--- config.mk ---
export PLATFORM = sky130hd
export DESIGN_NAME = engine_start_sequencer
export DESIGN_NICKNAME = d
export VERILOG_FILES = /design/src/rtl/core/ess_pkg.sv /design/src/rtl/core/ess_cfg_regs.sv /design/src/rtl/core/ess_core.sv /design/src/rtl/core/engine_start_sequencer.sv
export SDC_FILE = /design/constraint.sdc
export NUM_CORES = 1
export LEC_CHECK = 0
export ABC_AREA = 1
export ABC_CLOCK_PERIOD_IN_PS = 5240
export BUFFER_PORTS_ARGS = -buffer_cell sky130_fd_sc_hd__buf_2
export CAP_MARGIN = 30
export CORE_MARGIN = 2
export CORE_UTILIZATION = 49
export DETAILED_ROUTE_END_ITERATION = 16
export PLACE_DENSITY = 0.76
export SKIP_LAST_GASP = 1
export SLEW_MARGIN = 5
export SYNTH_ARGS = -nofsm -noshare
export SYNTH_HDL_FRONTEND = slang
export SYNTH_SLANG_ARGS = --single-unit
--- constraint.sdc ---
create_clock -name clk -period 5.24 [get_ports clk]
set_input_delay 0.786 -clock clk [delete_from_list [all_inputs] [get_ports clk]]
set_output_delay 0.786 -clock clk [all_outputs]
set_load 0.05 [all_outputs]
--- src/rtl/core/ess_pkg.sv ---
// ----------------------------------------------------------------------------
// ess_pkg
// Shared types and constants of the engine start sequencer.
// ----------------------------------------------------------------------------
package ess_pkg;

  localparam int unsigned TdataInW  = 80;
  localparam int unsigned TuserInW  = 3;
  localparam int unsigned TdataOutW = 16;
  localparam int unsigned CfgAddrW  = 3;
  localparam int unsigned CfgDataW  = 16;

  localparam logic [9:0] ThrottleMax = 10'd1000;

  typedef enum logic [CfgAddrW-1:0] {
    CFG_ENABLE        = 3'd0,
    CFG_THROTTLE_MIN  = 3'd1,
    CFG_PREP_TIMEOUT  = 3'd2,
    CFG_STARTER_HOLD  = 3'd3,
    CFG_LINK_TIMEOUT  = 3'd4,
    CFG_DAMPER_LOW    = 3'd5,
    CFG_DAMPER_HIGH   = 3'd6,
    CFG_RESTART_RPM   = 3'd7
  } cfg_idx_t;

  localparam logic [1:0] REQ_START = 2'd1;
  localparam logic [1:0] REQ_STOP  = 2'd2;

  localparam logic [1:0] PHASE_CODE_STOP    = 2'd0;
  localparam logic [1:0] PHASE_CODE_PREPARE = 2'd1;
  localparam logic [1:0] PHASE_CODE_START   = 2'd2;
  localparam logic [1:0] PHASE_CODE_RUNNING = 2'd3;

  typedef enum logic [3:0] {
    PH_STOP    = 4'b0001,
    PH_PREPARE = 4'b0010,
    PH_START   = 4'b0100,
    PH_RUNNING = 4'b1000
  } phase_t;

  typedef struct packed {
    logic        enable;
    logic [9:0]  throttle_min;
    logic [15:0] prepare_timeout_ms;
    logic [15:0] starter_hold_ms;
    logic [15:0] link_timeout_ms;
    logic [9:0]  damper_low;
    logic [9:0]  damper_high;
    logic [15:0] restart_rpm_limit;
  } cfg_t;

  typedef struct packed {
    logic [1:0]         req_type;
    logic               armed_flying;
    logic               vtol_mode;
    logic signed [10:0] throttle_demand;
    logic [15:0]        damper_pos;
    logic [15:0]        engine_rpm;
    logic               frame_fresh;
    logic [31:0]        now_ms;
  } item_t;

  typedef struct packed {
    logic       link_ok;
    logic [1:0] engine_phase;
    logic       starter_on;
    logic [9:0] throttle_out;
  } result_t;

endpackage

--- src/rtl/core/ess_cfg_regs.sv ---
// ----------------------------------------------------------------------------
// ess_cfg_regs
// Configuration register file, write only, with reset values.
// ----------------------------------------------------------------------------
module ess_cfg_regs (
  input  logic                          clk,
  input  logic                          rst,
  input  logic                          wr_en,
  input  logic [ess_pkg::CfgAddrW-1:0]  wr_addr,
  input  logic [ess_pkg::CfgDataW-1:0]  wr_data,
  output ess_pkg::cfg_t                 cfg
);

  always_ff @(posedge clk) begin
    if (rst) begin
      cfg.enable             <= 1'b0;
      cfg.throttle_min       <= 10'd0;
      cfg.prepare_timeout_ms <= 16'd2000;
      cfg.starter_hold_ms    <= 16'd2000;
      cfg.link_timeout_ms    <= 16'd1000;
      cfg.damper_low         <= 10'd230;
      cfg.damper_high        <= 10'd270;
      cfg.restart_rpm_limit  <= 16'd1000;
    end else if (wr_en) begin
      case (ess_pkg::cfg_idx_t'(wr_addr))
        ess_pkg::CFG_ENABLE:       cfg.enable             <= wr_data[0];
        ess_pkg::CFG_THROTTLE_MIN: cfg.throttle_min       <= wr_data[9:0];
        ess_pkg::CFG_PREP_TIMEOUT: cfg.prepare_timeout_ms <= wr_data;
        ess_pkg::CFG_STARTER_HOLD: cfg.starter_hold_ms    <= wr_data;
        ess_pkg::CFG_LINK_TIMEOUT: cfg.link_timeout_ms    <= wr_data;
        ess_pkg::CFG_DAMPER_LOW:   cfg.damper_low         <= wr_data[9:0];
        ess_pkg::CFG_DAMPER_HIGH:  cfg.damper_high        <= wr_data[9:0];
        ess_pkg::CFG_RESTART_RPM:  cfg.restart_rpm_limit  <= wr_data;
        default: ;
      endcase
    end
  end

endmodule

--- src/rtl/core/ess_core.sv ---
// ----------------------------------------------------------------------------
// ess_core
// Sequencer state and the one-tick step: phase step, frame capture, link
// check, vtol change handling and start or stop request.
// ----------------------------------------------------------------------------
module ess_core (
  input  logic                clk,
  input  logic                rst,
  input  logic                step_en,
  input  ess_pkg::cfg_t       cfg,
  input  ess_pkg::item_t      item,
  output ess_pkg::result_t    result
);

  ess_pkg::phase_t phase, ph_step, ph_vtol, ph_next;
  logic [31:0] phase_entry_ms, ent_step, ent_vtol, phase_entry_ms_next;
  logic [31:0] last_frame_ms, last_frame_ms_next;
  logic        frame_seen, frame_seen_next;
  logic        link_flag, link_flag_next;
  logic [15:0] stored_rpm, stored_rpm_next;
  logic [15:0] stored_damper, stored_damper_next;
  logic        prev_vtol, prev_vtol_next;
  logic        vtol_captured, vtol_captured_next;

  logic [31:0] elapsed, frame_age;
  logic [9:0]  tmin, thr;
  logic        starter;
  logic        damper_ok;
  logic        rpm_ok;
  logic        vtol_start, vtol_stop;

  function automatic logic start_ok(ess_pkg::phase_t ph, logic link, logic rpm_low);
    start_ok = (ph != ess_pkg::PH_PREPARE) && (ph != ess_pkg::PH_START) &&
               (!link || rpm_low);
  endfunction

  assign elapsed   = item.now_ms - phase_entry_ms;
  assign tmin      = (cfg.throttle_min > ess_pkg::ThrottleMax) ? ess_pkg::ThrottleMax
                                                               : cfg.throttle_min;
  assign damper_ok = ({6'd0, cfg.damper_low} < stored_damper) &&
                     (stored_damper < {6'd0, cfg.damper_high});

  always_comb begin
    ph_step  = phase;
    ent_step = phase_entry_ms;
    thr      = '0;
    starter  = 1'b0;
    case (phase)
      ess_pkg::PH_PREPARE: begin
        thr = tmin;
        if ((link_flag && damper_ok) || (elapsed > {16'd0, cfg.prepare_timeout_ms})) begin
          ph_step  = ess_pkg::PH_START;
          ent_step = item.now_ms;
        end
      end
      ess_pkg::PH_START: begin
        thr     = tmin;
        starter = 1'b1;
        if (elapsed > {16'd0, cfg.starter_hold_ms}) begin
          ph_step  = ess_pkg::PH_RUNNING;
          ent_step = item.now_ms;
        end
      end
      ess_pkg::PH_RUNNING: begin
        if (item.throttle_demand < $signed({1'b0, tmin})) begin
          thr = tmin;
        end else if (item.throttle_demand > $signed({1'b0, ess_pkg::ThrottleMax})) begin
          thr = ess_pkg::ThrottleMax;
        end else begin
          thr = item.throttle_demand[9:0];
        end
      end
      default: ;
    endcase
  end

  always_comb begin
    if (item.frame_fresh) begin
      last_frame_ms_next = item.now_ms;
      frame_seen_next    = 1'b1;
      stored_rpm_next    = item.engine_rpm;
      stored_damper_next = item.damper_pos;
    end else begin
      last_frame_ms_next = last_frame_ms;
      frame_seen_next    = frame_seen;
      stored_rpm_next    = stored_rpm;
      stored_damper_next = stored_damper;
    end
  end

  assign frame_age      = item.now_ms - last_frame_ms_next;
  assign link_flag_next = frame_seen_next && (frame_age <= {16'd0, cfg.link_timeout_ms});
  assign rpm_ok         = stored_rpm_next < cfg.restart_rpm_limit;

  assign vtol_start = vtol_captured && (prev_vtol != item.vtol_mode) &&
                      item.armed_flying && !item.vtol_mode;
  assign vtol_stop  = vtol_captured && (prev_vtol != item.vtol_mode) &&
                      item.armed_flying && item.vtol_mode;
  assign prev_vtol_next     = item.vtol_mode;
  assign vtol_captured_next = 1'b1;

  always_comb begin
    ph_vtol  = ph_step;
    ent_vtol = ent_step;
    if (vtol_stop && (ph_step != ess_pkg::PH_STOP)) begin
      ph_vtol  = ess_pkg::PH_STOP;
      ent_vtol = item.now_ms;
    end else if (vtol_start && start_ok(ph_step, link_flag_next, rpm_ok)) begin
      ph_vtol  = ess_pkg::PH_PREPARE;
      ent_vtol = item.now_ms;
    end
  end

  always_comb begin
    ph_next             = ph_vtol;
    phase_entry_ms_next = ent_vtol;
    case (item.req_type)
      ess_pkg::REQ_START: begin
        if (start_ok(ph_vtol, link_flag_next, rpm_ok)) begin
          ph_next             = ess_pkg::PH_PREPARE;
          phase_entry_ms_next = item.now_ms;
        end
      end
      ess_pkg::REQ_STOP: begin
        if (ph_vtol != ess_pkg::PH_STOP) begin
          ph_next             = ess_pkg::PH_STOP;
          phase_entry_ms_next = item.now_ms;
        end
      end
      default: ;
    endcase
  end

  always_ff @(posedge clk) begin
    if (rst) begin
      phase          <= ess_pkg::PH_STOP;
      phase_entry_ms <= '0;
      last_frame_ms  <= '0;
      frame_seen     <= 1'b0;
      link_flag      <= 1'b0;
      stored_rpm     <= '0;
      stored_damper  <= '0;
      prev_vtol      <= 1'b0;
      vtol_captured  <= 1'b0;
    end else if (step_en && cfg.enable) begin
      phase          <= ph_next;
      phase_entry_ms <= phase_entry_ms_next;
      last_frame_ms  <= last_frame_ms_next;
      frame_seen     <= frame_seen_next;
      link_flag      <= link_flag_next;
      stored_rpm     <= stored_rpm_next;
      stored_damper  <= stored_damper_next;
      prev_vtol      <= prev_vtol_next;
      vtol_captured  <= vtol_captured_next;
    end
  end

  always_comb begin
    ess_pkg::phase_t ph_rep;
    ph_rep = cfg.enable ? ph_next : phase;
    case (ph_rep)
      ess_pkg::PH_PREPARE: result.engine_phase = ess_pkg::PHASE_CODE_PREPARE;
      ess_pkg::PH_START:   result.engine_phase = ess_pkg::PHASE_CODE_START;
      ess_pkg::PH_RUNNING: result.engine_phase = ess_pkg::PHASE_CODE_RUNNING;
      default:             result.engine_phase = ess_pkg::PHASE_CODE_STOP;
    endcase
    result.throttle_out = cfg.enable ? thr : '0;
    result.starter_on   = cfg.enable && starter;
    result.link_ok      = cfg.enable ? link_flag_next : link_flag;
  end

endmodule

--- src/rtl/core/engine_start_sequencer.sv ---
// ----------------------------------------------------------------------------
// engine_start_sequencer
// Engine phase sequencer: stop, prepare, start, running, one result per tick.
// ----------------------------------------------------------------------------
// Latency: a tick accepted on s_tvalid and s_tready passes the input register and
// then the result register before it shows on m_tvalid and m_tdata.
// Throughput: one tick per cycle; the tick step is one pass through the
// input register, the step logic and the result register. A stalled result
// holds the input register, and s_tready stays low while it is full.
// Reset (rst, synchronous): phase stop, telemetry state cleared, configuration
// registers at their defaults with the block disabled, both registers empty.
module engine_start_sequencer (
  input  logic                           clk,
  input  logic                           rst,
  input  logic                           wr_en,
  input  logic [ess_pkg::CfgAddrW-1:0]   wr_addr,
  input  logic [ess_pkg::CfgDataW-1:0]   wr_data,
  input  logic                           s_tvalid,
  output logic                           s_tready,
  // now_ms[31:0], engine_rpm[47:32], damper_pos[63:48], throttle_demand[74:64],
  // vtol_mode[75], armed_flying[76], zero[79:77]
  input  logic [ess_pkg::TdataInW-1:0]   s_tdata,
  // frame_fresh[0], req_type[2:1]
  input  logic [ess_pkg::TuserInW-1:0]   s_tuser,
  output logic                           m_tvalid,
  input  logic                           m_tready,
  // throttle_out[9:0], starter_on[10], engine_phase[12:11], link_ok[13], zero[15:14]
  output logic [ess_pkg::TdataOutW-1:0]  m_tdata
);

  ess_pkg::cfg_t    cfg;
  ess_pkg::item_t   item;
  ess_pkg::result_t result;
  ess_pkg::result_t out_res;
  logic             in_vld;
  logic             advance;

  assign advance  = in_vld && (!m_tvalid || m_tready);
  assign s_tready = !in_vld || advance;

  always_ff @(posedge clk) begin
    if (rst) begin
      in_vld <= 1'b0;
    end else if (s_tready) begin
      in_vld <= s_tvalid;
    end
  end

  always_ff @(posedge clk) begin
    if (s_tready && s_tvalid) begin
      item.now_ms          <= s_tdata[31:0];
      item.engine_rpm      <= s_tdata[47:32];
      item.damper_pos      <= s_tdata[63:48];
      item.throttle_demand <= s_tdata[74:64];
      item.vtol_mode       <= s_tdata[75];
      item.armed_flying    <= s_tdata[76];
      item.frame_fresh     <= s_tuser[0];
      item.req_type        <= s_tuser[2:1];
    end
  end

  ess_cfg_regs u_cfg (
    .clk     (clk),
    .rst     (rst),
    .wr_en   (wr_en),
    .wr_addr (wr_addr),
    .wr_data (wr_data),
    .cfg     (cfg)
  );

  ess_core u_core (
    .clk     (clk),
    .rst     (rst),
    .step_en (advance),
    .cfg     (cfg),
    .item    (item),
    .result  (result)
  );

  always_ff @(posedge clk) begin
    if (rst) begin
      m_tvalid <= 1'b0;
    end else if (advance) begin
      m_tvalid <= 1'b1;
    end else if (m_tready) begin
      m_tvalid <= 1'b0;
    end
  end

  always_ff @(posedge clk) begin
    if (advance) begin
      out_res <= result;
    end
  end

  assign m_tdata = {2'b00, out_res.link_ok, out_res.engine_phase,
                    out_res.starter_on, out_res.throttle_out};

endmodule

==> results.md <==
* RSZ-0062 raised after global routing: yes
* Top_reg_cell synth: dfxtp_1
* CTS Root Cell: clkbuf_16
* Post-Syn Area per Cell at 7.105 um2
* Max-slew violation count at 0
* Vias/cell at 5.376
* Max incr delay on CP at 0.48 ns
* Die extent in x at 198.7 um
* # setup viols final at 0
* First-pass GRT wire length at 83000 um
* Max-slew headroom at 35.17%
* Worst r2r src: item[5]$_DFFE_PP_
* Placed cell area at 20140 um2
* Final wirelength at 54420 um
* Hold Path Stages at 1
* Hold Buf Count CTS at 0
* CTS Buffer Depth at 3
* Top cell type's share of synthesized area at 21.67%
* Status: complete, no violations
* Largest cells by area after synthesis: dfxtp_1, edfxtp_1, nand2_1
* Final Total Pwr at 6.324 mW
* Final core utilization at 58.97%
* Count leader, synth: nand2_1
* Yosys reg bits at 295
* Synth-to-Final Area Change at 19.06%
* Final hold violations at 0
* Pin count of the biggest net entering global routing at 88
* Pwr dens at 286.1 nW/um2
* Total GRT Usage at 26.44%
* Period utilization at 98.95%
* Depth of the CTS H-tree at 2
* Worst skew pair latency at 0.56 ns
* Die area at 39460 um2
* Site row count at 71
* Sequential fraction of the synthesis area at 36.88%
* Core Region at 37490 um2
* Static leakage at 10.06 nW
* I/O pins at 125
* Required @ worst endpoint at 5.68 ns
* Grt total ovfl at 0
* DRC at 0
* Dpl hpwl at 39720 um
* Mapped Area at 18570 um2
* # placed instances at 3236
* Crit path kind: flop to flop
* Crit path DAT at 5.62 ns
* Maximum vdd drop at 0.2234 mV
* Slowest cell on crit path: edfxtp_1
* Final net count at 3048
* Post-Syn Instances at 2613
* Flop-to-flop setup slack at 0.06 ns
* Final cell count without fillers at 3324
* Starting Density at 49.53%
* Max Cap Viol at 0
* Number of diodes at 0
* Most common library cells after synthesis: nand2_1, inv_1, a21oi_1
* Most used cell, CP: nand2_1
* Via count at 17870
* Setup TNS at 0 ns
* EDFF count, synth at 94
* Routability congestion estimate at 0.9844
* Vias in the first global route at 16700
* Clock buffer count from CTS at 36
* Yosys warning count at 0
* Clock-pin slew on the worst setup and hold paths at 0.06 ns
* CP startpoint kind: flop
* Reg-to-reg endpoint: u_core.phase_entry_ms[3]$_SDFFE_PP0P_
* Hold Path Class: primary input to flop
* Final Cell Area at 22110 um2
* Starting DRT DRC Count at 1724
* Period minus WS final at 5.185 ns
* CP Max Fanout at 8
* Async SR Flop Fraction at 0%
* Crit end category: flop
* CTS tree: done
* Hold endpoint: item[57]$_DFFE_PP_
* Initial antenna violation count at 0
* Routed Antenna Nets at 0
* CTS sink cnt at 295
* Worst Tran Pin Value at 0.9688 ns
* Average wire per cell in the routed design at 16.37 um
* Port Buffers at 119
* Max Clk Rate at 192.9 MHz
* Min-delay src: s_tdata[56]
* DRT Pass-1 Iters at 6
* Synth unique cells at 54
* Post-Route Skew at 0.01562 ns
* R2R cell count at 28
* Die height at 198.7 um
* Leading area contributor after synthesis: dfxtp_1
* Fraction of layout cells with a size suffix above 1 at 15.85%
## critical path: cells and delay by family (launching register included)
family,cells,cell delay [ns]
compound gates,6,1.16
xor+xnor,1,0.29
fa+ha+maj,2,0.67
buf+inv,4,0.59
simple gates,15,1.89
flops,1,0.48
## final cells by class
class                      count  area [um2]
timing repair buffer         224        1595
clock inverter                24       249.0
fill                        3364       15380
clock buffer                  42       958.4
tap                          511       639.4
multi-input combinational   1834       10330
sequential                   295        6847
inverter                     394        1483
## layer usage
metal	vias up	wire length [um]	global-route usage, %	part of all wire [%]
met5	-	0	0	0
met4	0	1172	7.988	2.2
met3	82	3612	4.307	6.6
met2	577	25700	44.78	47
met1	8288	23930	34.60	44
li1	8924	-	-	-
## how the worst max path moves through the flow
stage	start	endpoint	slack, ns
6_report	item[5]$_DFFE_PP_	u_core.phase_entry_ms[3]$_SDFFE_PP0P_	0.06
2_1_floorplan	item[32]$_DFFE_PP_	m_tdata[11]$_DFFE_PP_	0.06
5_1_grt	item[32]$_DFFE_PP_	u_core.phase_entry_ms[4]$_SDFFE_PP0P_	-0.14
4_1_cts	item[32]$_DFFE_PP_	u_core.phase_entry_ms[19]$_SDFFE_PP0P_	0.03
3_3_place_gp	item[32]$_DFFE_PP_	u_core.phase_entry_ms[24]$_SDFFE_PP0P_	0.13
3_5_place_dp	item[32]$_DFFE_PP_	u_core.phase_entry_ms[21]$_SDFFE_PP0P_	0.03
## power by group
| part | switching (mW) | total, mW | internal [mW] |
|---|---|---|---|
| Sequential | 0.0453 | 2.48 | 2.44 |
| Clock | 1.06 | 2.54 | 1.49 |
| Combinational | 0.806 | 1.30 | 0.490 |
| Total | 1.91 | 6.32 | 4.42 |
## state kept, by name, indices dropped and copies added (netlist names), 4 cells and up
name and cells:
m_tdata 14, u_cfg.cfg 95, item 80, u_core.stored_rpm 16, u_core.phase 4, u_core.last_frame_ms 32
u_core.stored_damper 16, u_core.phase_entry_ms 32
## cells in the final DEF (no fill, tap or decap), types with 5 or more instances in the layout
master,Yosys,layout
a21o_1,8,8
a21oi_1,289,261
a21oi_2,11,38
buf_12,0,5
buf_2,6,120
buf_4,2,85
buf_6,3,7
clkbuf_16,0,43
clkinv_1,7,11
clkinv_2,0,10
dfxtp_1,201,201
edfxtp_1,94,94
ha_1,154,147
inv_1,377,372
inv_2,10,12
inv_6,0,6
nand2_1,586,564
nand2_2,17,34
nand2_4,0,5
nand3_1,69,66
nand3b_1,9,9
nand4_1,31,31
nor2_1,240,229
nor2_2,11,15
nor2_4,0,7
nor3_1,18,17
nor4_1,6,6
o211ai_1,29,29
o21a_1,6,6
o21ai_0,261,240
o21ai_1,2,8
o21ai_2,1,16
o21bai_1,8,8
xnor2_1,8,8
xor2_1,26,21
xor2_2,0,5
## cell families (layout without fill, tap and decap cells)
group                    count (synthesis)  in the layout  synth area share, %
AND/OR/NAND/NOR                       1001           1001                22.18
adder cells (fa/ha/maj)                156            156                10.59
AO/OA/AOI/OAI                          641            641                18.72
buffers and inverters                  485            684                10.01
flip-flops                             295            295                36.88
XOR/XNOR                                34             34                1.604
other                                    1              2              0.02020
## metrics by stage
step / setup slack [ns] / hold slack [ns]
floorplan: 0.05815 / 0.4244
global placement: 0.1261 / 0.4339
detailed placement: 0.02612 / 0.4432
CTS: 0.02902 / 0.3832
global route: -0.1446 / 0.3841
finish: 0.05501 / 0.4043
## timing repair
item                       in CTS  in global routing
cloned                          0                  9
buffers inserted                0                 12
pin swaps                       0                 41
setup endpoints to repair       1                 38
gates resized for setup         1                142
Power figures use the tool's default switching activity.
